**src/rtl/rgb2yuv_pkg.sv**
```systemverilog
package rgb2yuv_pkg;

    // Field widths
    localparam int PIX_W     = 8;                 // one color component
    localparam int S_DATA_W  = 3 * PIX_W;         // red, green, blue
    localparam int M_DATA_W  = 2 * PIX_W;         // luma, chroma
    localparam int M_USER_W  = 2;                 // chroma_valid, chroma_plane
    localparam int CFG_W     = 13;                // frame size registers
    localparam int CFG_IDX_W = 1;

    // Register indexes
    localparam logic [CFG_IDX_W-1:0] REG_FRAME_WIDTH  = 1'd0;
    localparam logic [CFG_IDX_W-1:0] REG_FRAME_HEIGHT = 1'd1;

    // Reset sizes
    localparam logic [CFG_W-1:0] FRAME_WIDTH_RST  = 13'd640;
    localparam logic [CFG_W-1:0] FRAME_HEIGHT_RST = 13'd480;

    // Luma path: unsigned sum, at most 220 * 255 + 128
    localparam int LSUM_W = 16;
    localparam logic [LSUM_W-1:0] Y_R       = 16'd66;
    localparam logic [LSUM_W-1:0] Y_G       = 16'd129;
    localparam logic [LSUM_W-1:0] Y_B       = 16'd25;
    localparam logic [LSUM_W-1:0] ROUND     = 16'd128;
    localparam logic [PIX_W-1:0]  Y_OFFSET  = 8'd16;

    // Chroma path: signed sum in -28432..28688
    localparam int CSUM_W = 19;
    localparam logic signed [CSUM_W-1:0] CB_R   = -19'sd38;
    localparam logic signed [CSUM_W-1:0] CB_G   = -19'sd74;
    localparam logic signed [CSUM_W-1:0] CB_B   = 19'sd112;
    localparam logic signed [CSUM_W-1:0] CR_R   = 19'sd112;
    localparam logic signed [CSUM_W-1:0] CR_G   = -19'sd94;
    localparam logic signed [CSUM_W-1:0] CR_B   = -19'sd18;
    localparam logic signed [CSUM_W-1:0] C_ROUND = 19'sd128;
    // 128 << 8: adds the chroma offset of 128 before the shift
    localparam logic signed [CSUM_W-1:0] C_BIAS  = 19'sd32768;

    // Chroma plane codes
    localparam logic PLANE_CB = 1'b0;
    localparam logic PLANE_CR = 1'b1;

    // Per-pixel chroma control
    typedef struct packed {
        logic en;       // even column: emit a chroma sample
        logic plane;    // PLANE_CB on even rows, PLANE_CR on odd rows
    } chroma_ctl_t;

endpackage

```
**src/rtl/rgb_to_yuv420_converter.sv**
```systemverilog
// RGB to YUV 4:2:0 converter, BT.601 limited range. Pixels arrive in raster
// order, one item per clock while the output is not stalled, and every pixel
// gives one result item: an input register holds the pixel and its position
// flags, and the color matrix (constant multiplies and adds) feeds the result
// register. The block sustains one item per cycle unless m_tready stalls it;
// the frame counters step at input acceptance, so back-to-back pixels are taken
// without a gap. Luma is given for every pixel; even columns also carry Cb on
// even rows and Cr on odd rows (tuser[0] marks a chroma sample, tuser[1] gives
// the plane). tlast marks the last pixel of a frame. A frame size of 0 acts as
// 1, and sizes above MAX_WIDTH / MAX_HEIGHT act as those limits. The user must
// write size registers only while no pixel is in flight; the block does not check.
module rgb_to_yuv420_converter #(
    parameter int MAX_WIDTH  = 4096,
    parameter int MAX_HEIGHT = 4096
) (
    input  logic                              aclk,
    input  logic                              aresetn,
    // Pixel input
    input  logic                              s_tvalid,
    output logic                              s_tready,
    input  logic [rgb2yuv_pkg::S_DATA_W-1:0]  s_tdata,   // red, green, blue
    // Result output
    output logic                              m_tvalid,
    input  logic                              m_tready,
    output logic [rgb2yuv_pkg::M_DATA_W-1:0]  m_tdata,   // luma, chroma
    output logic [rgb2yuv_pkg::M_USER_W-1:0]  m_tuser,   // chroma_valid, chroma_plane
    output logic                              m_tlast,   // frame_end
    // Register writes
    input  logic                              cfg_valid,
    output logic                              cfg_ready,
    input  logic [rgb2yuv_pkg::CFG_IDX_W-1:0] cfg_index,
    input  logic [rgb2yuv_pkg::CFG_W-1:0]     cfg_data
);
    import rgb2yuv_pkg::*;

    localparam int COL_W = $clog2(MAX_WIDTH);
    localparam int ROW_W = $clog2(MAX_HEIGHT);
    localparam int WCMP_W = ($clog2(MAX_WIDTH + 1) > CFG_W) ? $clog2(MAX_WIDTH + 1) : CFG_W;
    localparam int HCMP_W = ($clog2(MAX_HEIGHT + 1) > CFG_W) ? $clog2(MAX_HEIGHT + 1) : CFG_W;

    // Configuration
    logic [CFG_W-1:0] frame_width_reg, frame_height_reg;

    // Frame position of the next pixel
    logic [COL_W-1:0] col_reg, col_next;
    logic [ROW_W-1:0] row_reg, row_next;

    // Input stage
    logic              s1_valid_reg;
    logic [PIX_W-1:0]  s1_red_reg, s1_green_reg, s1_blue_reg;
    chroma_ctl_t       s1_ctl_reg;
    logic              s1_last_reg;

    // Result stage
    logic                m_valid_reg;
    logic [M_DATA_W-1:0] m_data_reg;
    logic [M_USER_W-1:0] m_user_reg;
    logic                m_last_reg;

    logic [WCMP_W-1:0] eff_width, col_inc;
    logic [HCMP_W-1:0] eff_height, row_inc;
    logic              last_col, last_row, frame_end;
    logic              s_accept, out_load, s1_move;
    logic [PIX_W-1:0]  luma, chroma;

    // Handshake: the result register frees the input stage
    assign out_load = !m_valid_reg || m_tready;
    assign s1_move  = s1_valid_reg && out_load;
    assign s_tready = !s1_valid_reg || out_load;
    assign s_accept = s_tvalid && s_tready;
    assign cfg_ready = 1'b1;

    // Register writes
    always_ff @(posedge aclk) begin
        if (!aresetn) begin
            frame_width_reg  <= FRAME_WIDTH_RST;
            frame_height_reg <= FRAME_HEIGHT_RST;
        end else if (cfg_valid && cfg_ready) begin
            unique case (cfg_index)
                REG_FRAME_WIDTH:  frame_width_reg  <= cfg_data;
                REG_FRAME_HEIGHT: frame_height_reg <= cfg_data;
                default: ;
            endcase
        end
    end

    // Effective frame size: zero acts as one, clipped to the maximum
    always_comb begin
        if (frame_width_reg == '0) begin
            eff_width = WCMP_W'(1);
        end else if (WCMP_W'(frame_width_reg) > WCMP_W'(MAX_WIDTH)) begin
            eff_width = WCMP_W'(MAX_WIDTH);
        end else begin
            eff_width = WCMP_W'(frame_width_reg);
        end
        if (frame_height_reg == '0) begin
            eff_height = HCMP_W'(1);
        end else if (HCMP_W'(frame_height_reg) > HCMP_W'(MAX_HEIGHT)) begin
            eff_height = HCMP_W'(MAX_HEIGHT);
        end else begin
            eff_height = HCMP_W'(frame_height_reg);
        end
    end

    // Position flags and counter step; >= also catches a shrunk frame
    always_comb begin
        col_inc   = WCMP_W'(col_reg) + WCMP_W'(1);
        row_inc   = HCMP_W'(row_reg) + HCMP_W'(1);
        last_col  = col_inc >= eff_width;
        last_row  = row_inc >= eff_height;
        frame_end = last_col && last_row;
        col_next  = col_reg;
        row_next  = row_reg;
        if (last_col) begin
            col_next = '0;
            row_next = last_row ? '0 : ROW_W'(row_inc);
        end else begin
            col_next = COL_W'(col_inc);
        end
    end

    always_ff @(posedge aclk) begin
        if (!aresetn) begin
            col_reg <= '0;
            row_reg <= '0;
        end else if (s_accept) begin
            col_reg <= col_next;
            row_reg <= row_next;
        end
    end

    // Input stage control
    always_ff @(posedge aclk) begin
        if (!aresetn) begin
            s1_valid_reg <= 1'b0;
        end else if (s_tready) begin
            s1_valid_reg <= s_tvalid;
        end
    end

    // Input stage payload
    always_ff @(posedge aclk) begin
        if (s_accept) begin
            s1_red_reg       <= s_tdata[0*PIX_W +: PIX_W];
            s1_green_reg     <= s_tdata[1*PIX_W +: PIX_W];
            s1_blue_reg      <= s_tdata[2*PIX_W +: PIX_W];
            s1_ctl_reg.en    <= !col_reg[0];
            s1_ctl_reg.plane <= row_reg[0] ? PLANE_CR : PLANE_CB;
            s1_last_reg      <= frame_end;
        end
    end

    // Color matrix
    rgb2yuv_csc u_csc (
        .red    (s1_red_reg),
        .green  (s1_green_reg),
        .blue   (s1_blue_reg),
        .ctl    (s1_ctl_reg),
        .luma   (luma),
        .chroma (chroma)
    );

    // Result stage control
    always_ff @(posedge aclk) begin
        if (!aresetn) begin
            m_valid_reg <= 1'b0;
        end else if (out_load) begin
            m_valid_reg <= s1_valid_reg;
        end
    end

    // Result stage payload
    always_ff @(posedge aclk) begin
        if (s1_move) begin
            m_data_reg <= {chroma, luma};
            m_user_reg <= {s1_ctl_reg.plane, s1_ctl_reg.en};
            m_last_reg <= s1_last_reg;
        end
    end

    assign m_tvalid = m_valid_reg;
    assign m_tdata  = m_data_reg;
    assign m_tuser  = m_user_reg;
    assign m_tlast  = m_last_reg;

    // No chroma value without a chroma sample
    a_chroma_zero: assert property (@(posedge aclk) disable iff (!aresetn)
        m_tvalid && !m_tuser[0] |-> m_tdata[M_DATA_W-1 -: PIX_W] == '0)
        else $error("chroma nonzero on a luma-only item");

    // Luma stays in limited range
    a_luma_range: assert property (@(posedge aclk) disable iff (!aresetn)
        m_tvalid |-> (m_tdata[PIX_W-1:0] >= 8'd16) && (m_tdata[PIX_W-1:0] <= 8'd235))
        else $error("luma out of limited range");

    // Counters wrap after the last pixel of a frame
    a_frame_wrap: assert property (@(posedge aclk) disable iff (!aresetn)
        s_accept && frame_end |=> col_reg == '0 && row_reg == '0)
        else $error("frame counters did not wrap");

    // A stalled result holds while the input stage is full
    a_stage_hold: assert property (@(posedge aclk) disable iff (!aresetn)
        m_tvalid && !m_tready && s1_valid_reg |=> s1_valid_reg && m_tvalid)
        else $error("input stage lost an item under stall");

endmodule

```
**src/rtl/rgb2yuv_csc.sv**
```systemverilog
module rgb2yuv_csc (
    input  logic [rgb2yuv_pkg::PIX_W-1:0] red,
    input  logic [rgb2yuv_pkg::PIX_W-1:0] green,
    input  logic [rgb2yuv_pkg::PIX_W-1:0] blue,
    input  rgb2yuv_pkg::chroma_ctl_t      ctl,
    output logic [rgb2yuv_pkg::PIX_W-1:0] luma,
    output logic [rgb2yuv_pkg::PIX_W-1:0] chroma
);
    import rgb2yuv_pkg::*;

    logic [LSUM_W-1:0]        r_u, g_u, b_u;
    logic [LSUM_W-1:0]        y_sum;
    logic signed [CSUM_W-1:0] r_s, g_s, b_s;
    logic signed [CSUM_W-1:0] cb_sum, cr_sum, c_sel, c_biased;

    // Zero-extended components
    assign r_u = LSUM_W'(red);
    assign g_u = LSUM_W'(green);
    assign b_u = LSUM_W'(blue);
    assign r_s = $signed(CSUM_W'(red));
    assign g_s = $signed(CSUM_W'(green));
    assign b_s = $signed(CSUM_W'(blue));

    // Luma: round, shift by 8, add black level
    assign y_sum = Y_R * r_u + Y_G * g_u + Y_B * b_u + ROUND;
    assign luma  = y_sum[LSUM_W-1 -: PIX_W] + Y_OFFSET;

    // Chroma: both planes, pick by row parity
    assign cb_sum = CB_R * r_s + CB_G * g_s + CB_B * b_s + C_ROUND;
    assign cr_sum = CR_R * r_s + CR_G * g_s + CR_B * b_s + C_ROUND;
    assign c_sel  = (ctl.plane == PLANE_CR) ? cr_sum : cb_sum;

    // Bias makes the sum non-negative, so the floor shift is a bit-select
    assign c_biased = c_sel + C_BIAS;
    assign chroma   = ctl.en ? c_biased[15:8] : '0;

endmodule
```
**config.mk**
```make
export PLATFORM = sky130hd
export DESIGN_NAME = rgb_to_yuv420_converter
export DESIGN_NICKNAME = d
export VERILOG_FILES = /design/src/rtl/rgb2yuv_pkg.sv /design/src/rtl/rgb_to_yuv420_converter.sv /design/src/rtl/rgb2yuv_csc.sv
export SDC_FILE = /design/constraint.sdc
export NUM_CORES = 1
export LEC_CHECK = 0
export BUFFER_PORTS_ARGS = -buffer_cell sky130_fd_sc_hd__buf_2
export CORE_MARGIN = 3
export CORE_UTILIZATION = 45
export DETAILED_ROUTE_END_ITERATION = 16
export GPL_TIMING_DRIVEN = 0
export MAX_ROUTING_LAYER = met4
export PLACE_DENSITY = 0.67
export SYNTH_ARGS = -nofsm -noshare
export SYNTH_HDL_FRONTEND = slang
export SYNTH_HIERARCHICAL = 1
export SYNTH_SLANG_ARGS = --single-unit
```
**constraint.sdc**
```tcl
create_clock -name aclk -period 12.7 [get_ports aclk]
set_input_delay 0.635 -clock aclk [delete_from_list [all_inputs] [get_ports aclk]]
set_output_delay 0.635 -clock aclk [all_outputs]
set_load 0.02 [all_outputs]
```
### Yosys cells after proc, flatten, opt, wreduce, memory -nomap -nowiden

Index checks and enable logic that the tools add are counted.
W data, S select, Z words.

* logic and storage cells: 64
* output and inout port bits: 22
* register bits after elaboration: 98

* reduce and logical (&&, ||, !) cells: 13
* $lt $le $gt $ge: 4
* bitwise gates (word level): 1
* muxes and demuxes: 8
* add/sub/neg operators: 13
* multiply operators: 9

Operator list (number)
* $add A16 B16 Y16: 6
* $mux W13: 4
* $add A16 B9 Y16 const B: 2
* $mul A7 B9 Y15 const A: 2
* $add A12 B1 Y13 const B: 2
* $ge A13 B13 Y1: 2
* $gt A13 B13 Y1 const B: 2
* $logic_not A13 Y1: 2
* $mux W12: 2
* $mul A3 B8 Y11 const A: 2
* $add A16 B16 Y16 const B: 1
* $add A16 B8 Y16 const B: 1
* $mul A8 B8 Y16 const A: 1
* $mux W16: 1
* $mul A6 B9 Y15 const A: 1
* $mul A5 B9 Y14 const A: 1
* $mul A6 B8 Y14 const A: 1
* $mul A5 B8 Y13 const A: 1
* $add A8 B5 Y8 const B: 1
* $reduce_and A2 Y1: 3
* $logic_and A1 B1 Y1: 3
* $logic_not A1 Y1: 3
* $logic_or A1 B1 Y1: 2
* $mux W1: 1
* $not A1 Y1: 1

### Longest topological paths before layout

Gate-level depths: netlist of run 1.

* depth in word-level cells: 6
* depth in mapped cells: 29
* mapped depth without buffers: 29

### By module

The synthesis of run 1 kept the hierarchy.

By module, submodules not included
* rgb2yuv_csc: cells an instance 913, times used 1, seq. area each 0.0 um2, area an instance 8525.7 um2
* rgb_to_yuv420_converter: cells an instance 469, times used 1, seq. area each 2422.3 um2, area an instance 4531.8 um2

### Worst setup path before layout of run 1

No wires, ideal clock.

* path type: register -> register
* start: register s1_red_reg[5]
* end: register m_data_reg[15], in the netlist m_tdata[15] (data pin)
* path buffers: 0
* setup time: 0.256 ns
* data arrival time: 5.900 ns
* stages on the path, launching flop included: 26
* path slack: 6.544 ns
* path through: edfxtp_1 > inv_1 > ha_1 > inv_1 > fa_1 > fa_1 > ha_1 > ha_1 > nor2b_1 > o21ai_0 > nand2b_1 > a21o_1 > a21o_1 > a21o_1 > a21oi_1 > xor2_1 > fa_1 > ha_1 > xnor2_1 > xnor2_1 > nand2b_1 > o311a_1 > o211ai_1 > xor2_1 > xnor2_1 > o211a_1

* longest elaborated chain between the ends: 6

RTL lines
* start, declared: RTL line rgb_to_yuv420_converter.sv:50 `logic [PIX_W-1:0] s1_red_reg, s1_green_reg, s1_blue_reg;`
* start signal, assigned: RTL line rgb_to_yuv420_converter.sv:144 `s1_red_reg <= s_tdata[0*PIX_W +: PIX_W];`
* $mul A6 B9 Y15 / $mul A3 B8 Y11 (equally long branches): RTL line rgb2yuv_csc.sv:29, rgb2yuv_csc.sv:30
* $add A16 B16 Y16, on equally long branches (2 in a row): RTL line rgb2yuv_csc.sv:29, rgb2yuv_csc.sv:30
* $add A16 B9 Y16, on equally long branches: RTL line rgb2yuv_csc.sv:29, rgb2yuv_csc.sv:30
* $mux W16 *: RTL line rgb2yuv_csc.sv:31 `assign c_sel = (ctl.plane == PLANE_CR) ? cr_sum : cb_sum;`
* $add A16 B16 Y16 *: RTL line rgb2yuv_csc.sv:34 `assign c_biased = c_sel + C_BIAS;`
* end signal, assigned: RTL line rgb_to_yuv420_converter.sv:175 `m_data_reg <= {chroma, luma};`
* end, declared: RTL line rgb_to_yuv420_converter.sv:56 `logic [M_DATA_W-1:0] m_data_reg;`

Mark *: on every way between the ends. The rest lies on a longest branch, timed or not.
A chain may end at the register's enable or synchronous reset.

### Worst setup path in the final report of run 1

* start: register s1_green_reg[2]
* end: register m_data_reg[15], in the netlist m_tdata[15] (data pin)

* longest elaborated chain between the ends: 6

RTL lines
* start, declared: RTL line rgb_to_yuv420_converter.sv:50
* start signal, assigned: RTL line rgb_to_yuv420_converter.sv:145 `s1_green_reg <= s_tdata[1*PIX_W +: PIX_W];`
* $mul A7 B9 Y15, on equally long branches: RTL line rgb2yuv_csc.sv:29, rgb2yuv_csc.sv:30
* $add A16 B16 Y16, on equally long branches (2 in a row): RTL line rgb2yuv_csc.sv:29, rgb2yuv_csc.sv:30
* $add A16 B9 Y16, on equally long branches: RTL line rgb2yuv_csc.sv:29, rgb2yuv_csc.sv:30
* $mux W16 *: RTL line rgb2yuv_csc.sv:31
* $add A16 B16 Y16 *: RTL line rgb2yuv_csc.sv:34

Marked as above.

==> results of run 1 <==
## final cells by class
| type | instances | area share (%) |
|---|---|---|
| Multi-Input combinational cell | 1030 | 68.22 |
| Sequential cell | 98 | 17.10 |
| Inverter | 232 | 6.147 |
| Tap cell | 378 | 3.338 |
| Timing Repair Buffer | 64 | 2.332 |
| Clock buffer | 11 | 1.713 |
| Buffer | 22 | 0.7154 |
| Clock inverter | 5 | 0.4327 |
## logic make-up after synthesis
| family | share of synthesized area (%) |
|---|---|
| AND/OR/NAND/NOR | 11.32 |
| multiplexers | 0.1533 |
| other | 0.02872 |
| flip-flops | 18.55 |
| buffers and inverters | 7.445 |
| adder cells (fa/ha/maj) | 45.48 |
| XOR/XNOR | 5.634 |
| AO/OA/AOI/OAI | 11.39 |
## routing by layer
layer	vias up	wire [um]	GRT usage, %
met4	0	448	4.943
met2	136	13380	31.65
li1	4832	-	-
met1	4599	13860	26.28
met5	-	0	-
met3	28	815	1.957
## final timing paths
path | from | endpoint | slack (ns) | depth (start not counted)
worst max-delay path | s1_green_reg[2]$_DFFE_PP_ | m_tdata[15]$_DFFE_PP_ | 5.42 | 27
worst min-delay path | s_tdata[19] | s1_blue_reg[3]$_DFFE_PP_ | 0.45 | 1
worst max register to register | s1_green_reg[2]$_DFFE_PP_ | m_tdata[15]$_DFFE_PP_ | 5.42 | 27
worst min register to register | frame_width_reg[0]$_SDFFE_PN0P_ | frame_width_reg[0]$_SDFFE_PN0P_ | 0.47 | 2
## worst max-delay path: stages, from the launching register on
cell and delay [ns]:
edfxtp_1 0.70, inv_1 0.10, ha_1 0.32, inv_1 0.08
ha_1 0.28, inv_1 0.06, fa_1 0.52, inv_1 0.05
fa_1 0.47, ha_1 0.34, nor2b_1 0.14, o21ai_0 0.23
a21boi_0 0.14, o21ai_0 0.23, a21boi_0 0.12, o21ai_0 0.25
nand2_1 0.13, o311ai_0 0.59, fa_1 0.53, ha_1 0.22
xnor2_1 0.14, xnor2_1 0.32, nand2b_1 0.16, o311a_1 0.16
o211ai_1 0.14, xor2_1 0.20, xnor2_1 0.16, o211a_1 0.26
## power by group through the flow
stage	Sequential [mW]	Clock, mW	Combinational [mW]
final	0.470	0.289	3.00
after floorplan	0.504	0	2.30
after CTS	0.472	0.299	3.04
after global routing	0.477	0.311	3.41
after global placement	0.478	0	2.95
after detailed placement	0.478	0	3.01
## cell usage after synthesis (3+ instances only)
| library cell | instances |
|---|---|
| ha_1 | 305 |
| inv_1 | 231 |
| nand2_1 | 123 |
| fa_1 | 106 |
| a21oi_1 | 74 |
| xnor2_1 | 57 |
| dfxtp_1 | 52 |
| nor2_1 | 51 |
| edfxtp_1 | 46 |
| nand3_1 | 31 |
| o21ai_0 | 30 |
| xor2_1 | 27 |
| nor3_1 | 18 |
| a21o_1 | 17 |
| nor2b_1 | 16 |
| o21bai_1 | 15 |
| nand4_1 | 14 |
| clkbuf_1 | 13 |
| o21a_1 | 13 |
| a31oi_1 | 12 |
| nand2b_1 | 12 |
| o211ai_1 | 12 |
| and2_1 | 8 |
| and3_1 | 8 |
| a211oi_1 | 7 |
| o22ai_1 | 7 |
| nor4_1 | 6 |
| or2_2 | 6 |
| or3_1 | 5 |
| buf_1 | 3 |
| buf_2 | 3 |
| nand3b_1 | 3 |
| o211a_1 | 3 |
| o21ai_2 | 3 |
| o31a_1 | 3 |
## per-stage QoR
step / area [um2] / setup slack (ns) / hold slack (ns) / std cells
after floorplan: 13060 / 6.544 / 0.4003 / 1382
after global placement: 13850 / 5.450 / 0.4395 / 1823
after detailed placement: 13860 / 5.411 / 0.4628 / 1824
after CTS: 14170 / 5.388 / 0.4350 / 1840
after global routing: 14170 / 4.786 / 0.4366 / 1840
final: 14170 / 5.424 / 0.4497 / 1840
==> flow_summary.json, run 1 <==
{
  "status": "finished, final reports clean",
  "post_drt_wl_per_cell_um": 15.49,
  "rows": 61,
  "drv_slew": 0,
  "ys_seq_area_share_pct": 18.55,
  "drc": 0,
  "initial_core_util_pct": 46.36,
  "dieWidth_um": 176.3,
  "largest_reg_flops": 16,
  "async_flop_share_pct": 0,
  "fin_skew_ns": 0.01226,
  "root_buffer": "clkbuf_16",
  "fillers": 2596,
  "yosysTopAreaCellShare_pct": 29.23,
  "first_pass_iters": 6,
  "hold_path_class": "in -> reg",
  "worstMarginPinSlew_ns": 0.8640,
  "grt_max_degree": 37,
  "first_global_vias": 9672,
  "area_delta_synth_final_pct": 8.499,
  "drive_gt1_share_pct": 7.387,
  "crit_arrival_ns": 7.38,
  "post_cts_buffers": 0,
  "yosys.area.top_type": "ha_1",
  "syn-num-nets": 1836,
  "antenna_cells": 0,
  "synth.avg_cell_area_um2": 9.448,
  "io_pins": 65,
  "ir_worst_vdd_mv": 0.2519,
  "critical_path_class": "reg -> reg",
  "cp.required_ns": 12.80,
  "ctsHoldBuffers": 0,
  "cts_max_level": 3,
  "fmax_mhz": 137.4,
  "drt_first_iter_violations": 496,
  "critPathMaxFanout": 8,
  "multiInputGateArea_um2": 9666,
  "ys_types": 66,
  "cts.path.max_buffers": 2,
  "place.gp.congestion": 0.8994,
  "power.density_nw_per_um2": 265.4,
  "antenna_found_initial": 0,
  "cts.sink_count": 98,
  "cts_resized": 0,
  "p_leak_nw": 7.027,
  "hold_viol": 0,
  "maxSlewHeadroom_pct": 42.40,
  "synth_edf_count": 46,
  "grt-ovfl-total": 0,
  "switching_share_pct": 48.73,
  "synth-main-ff-cell": "dfxtp_1",
  "ys_seq_elements": 98,
  "end_kind": "register",
  "fin_nets": 1911,
  "synthCells": 1382,
  "drv_cap": 0,
  "core_area_um2": 28160,
  "clk_latency_ns": 0.36,
  "fin_util_pct": 50.30,
  "timing.final.crit_share_pct": 57.29,
  "dp_hpwl_mm": 23.67,
  "dr_total_vias": 9595,
  "wl_mm": 28.51,
  "grt_pass1_wl_mm": 47.20,
  "setup_viol": 0,
  "seqPwrFrac_pct": 12.5,
  "dieArea_um2": 31100,
  "synthTopCellsByArea": "ha_1 29%, fa_1 16%, edfxtp_1 11%",
  "period_needed_ns": 7.276,
  "final_common_cell": "ha_1",
  "p_switching_mw": 1.833,
  "p_int_mw": 1.928,
  "combinationalPowerShare_pct": 79.8,
  "fin_setup_tns_ns": 0,
  "detail-route-antenna-nets": 0,
  "clk_pin_slew_worst_paths_ns": 0.07,
  "finalPower_mw": 3.760,
  "die_h_um": 176.3,
  "syn_area_um2": 13060,
  "grt_usage_pct": 19.47,
  "port_buffers": 63,
  "via_per_inst": 5.215,
  "ys_warn_count": 6,
  "cts_tree": "built",
  "pwr-share-clk_pct": 7.7,
  "seqCellArea_um2": 2422,
  "cts_buffers": 9,
  "mostFrequentLayoutCells": "305 x ha_1, 231 x inv_1, 123 x nand2_1",
  "cp-start-kind": "register",
  "rsz0062_at_grt": "false"
}
(Power assumes the default switching activity.)
==> run 2, diff against run 1 <==
==> constraint.sdc (replaced) <==
create_clock -name aclk -period 7.3 [get_ports aclk]
set_input_delay 0.365 -clock aclk [delete_from_list [all_inputs] [get_ports aclk]]
set_output_delay 0.365 -clock aclk [all_outputs]
set_load 0.02 [all_outputs]
==> run 2 against run 1 <==
- total power up 75%
- clock-buffer cell count unchanged
- critical path depth down 2
- wire length up 0.56%
- via count about the same
- cell count up 0.38%
- hold slack worse by 0.27 ns
- register-to-register slack worse by 5.1 ns
- clock power up 74%
- first-iteration DRC count down 1.0%
- worst setup slack worse by 5.1 ns
- design area up 0.48%
- highest routed layer unchanged
==> flow_summary.json, run 2 (synthesis results as in run 1) <==
{
  "status": "finished, final reports clean",
  "drive_gt1_share_pct": 7.965,
  "antenna_cells": 0,
  "finalPower_mw": 6.566,
  "fmax_mhz": 142.8,
  "pre_cts_ws_ns": 0.01077,
  "grt_max_degree": 37,
  "initial_core_util_pct": 46.36,
  "grt-ovfl-total": 0,
  "grt_pass1_wl_mm": 47.30,
  "period_needed_ns": 7.001,
  "first_pass_iters": 7,
  "cts_tree": "built",
  "final_common_cell": "ha_1",
  "maxSlewHeadroom_pct": 42.27,
  "port_buffers": 63,
  "antenna_found_initial": 0,
  "ctsHoldBuffers": 0,
  "post_drt_wl_per_cell_um": 15.52,
  "place.gp.congestion": 0.8994,
  "cts.sink_count": 98,
  "whs_ns": 0.1790,
  "p_leak_nw": 7.067,
  "fin_util_pct": 50.54,
  "dieArea_um2": 31100,
  "die_h_um": 176.3,
  "worst_slack_ns": 0.2989,
  "crit_arrival_ns": 7.11,
  "hold_viol": 0,
  "root_buffer": "clkbuf_16",
  "rows": 61,
  "cp.required_ns": 7.40,
  "drc": 0,
  "timing.final.crit_share_pct": 95.91,
  "power.density_nw_per_um2": 461.3,
  "core_area_um2": 28160,
  "cp-start-kind": "register",
  "area_delta_synth_final_pct": 9.017,
  "hold_path_class": "in -> reg",
  "drv_slew": 0,
  "clk_pin_slew_worst_paths_ns": 0.07,
  "first_global_vias": 9675,
  "end_kind": "register",
  "worstMarginPinSlew_ns": 0.8659,
  "cts_max_level": 3,
  "cts.path.max_buffers": 2,
  "cts_buffers": 9,
  "critPathMaxFanout": 11,
  "fin_nets": 1918,
  "fin_skew_ns": 0.01234,
  "dieWidth_um": 176.3,
  "clk_latency_ns": 0.36,
  "mostFrequentLayoutCells": "305 x ha_1, 231 x inv_1, 123 x nand2_1",
  "detail-route-antenna-nets": 0,
  "dp_hpwl_mm": 23.67,
  "wl_mm": 28.67,
  "io_pins": 65,
  "dr_total_vias": 9596,
  "grt_usage_pct": 19.53,
  "critical_path_class": "reg -> reg",
  "drv_cap": 0,
  "setup_viol": 0,
  "ir_worst_vdd_mv": 0.4385,
  "via_per_inst": 5.195,
  "drt_first_iter_violations": 491,
  "largest_reg_flops": 16
}
==> run 2: layout make-up <==
cell class / instances / area [um2]
fillers: 2591 / 13930
clock buffers: 11 / 242.7
flip-flops and latches: 98 / 2422
plain buffers: 22 / 101.3
clock inverters: 5 / 61.31
repair buffers: 71 / 382.9
multi-input cells: 1030 / 9681
inverters: 232 / 870.8
well taps: 378 / 473.0
==> run 2: stage by stage <==
| step | cell area [um2] | std cells | TNS (ns) |
|---|---|---|---|
| final | 14230 | 1847 | 0 |
| after global placement | 13850 | 1823 | 0 |
| after floorplan | 13060 | 1382 | 0 |
| after global routing | 14230 | 1847 | -0.03379 |
| after CTS | 14180 | 1842 | 0 |
| after detailed placement | 13860 | 1824 | 0 |
==> run 2: timing repair <==
item | CTS | global route
endpoints found under the setup margin | 1 | 1
pin swaps | 0 | 0
gates cloned | 0 | 0
setup buffers | 2 | 5
gates resized for setup | 0 | 3
==> run 2: layer usage <==
metal | part of all wire [%] | up-vias | wire (um) | track usage (%)
li1 | - | 4842 | - | -
met1 | 49 | 4599 | 13930 | 26.36
met3 | 2.8 | 28 | 789 | 1.957
met5 | 0 | - | 0 | -
met2 | 47 | 127 | 13500 | 31.76
met4 | 1.6 | 0 | 446 | 4.943
==> run 2: path summary, 6_finish.rpt <==
kind / slack [ns] / cells past startpoint / to / start
min: 0.18 / 1 / s1_blue_reg[3]$_DFFE_PP_ / s_tdata[19]
max reg2reg: 0.30 / 25 / m_tdata[15]$_DFFE_PP_ / s1_red_reg[5]$_DFFE_PP_
max: 0.30 / 25 / m_tdata[15]$_DFFE_PP_ / s1_red_reg[5]$_DFFE_PP_
min reg2reg: 0.47 / 2 / frame_width_reg[8]$_SDFFE_PN0P_ / frame_width_reg[8]$_SDFFE_PN0P_
==> run 2: power breakdown <==
part           leakage, nW  internal, mW  switching, mW
logic                 6.05          2.33           2.92
registers            0.867         0.762         0.0548
clock network        0.151         0.278          0.226
==> run 2: worst max-delay path, cell delays in order, from the launching register on <==
cell	delay (ns)
edfxtp_1	0.73
inv_1	0.30
ha_1	0.39
inv_1	0.07
fa_1	0.50
fa_1	0.49
ha_1	0.31
ha_1	0.35
nor2b_1	0.15
o21ai_0	0.15
nand2b_1	0.11
a21o_1	0.19
a21o_1	0.20
a21o_1	0.19
a21oi_1	0.17
xor2_1	0.22
fa_1	0.46
ha_1	0.24
xnor2_1	0.24
xnor2_2	0.14
nor3b_1	0.27
o211ai_1	0.14
o211ai_1	0.16
xor2_1	0.20
xnor2_1	0.12
o211a_1	0.26
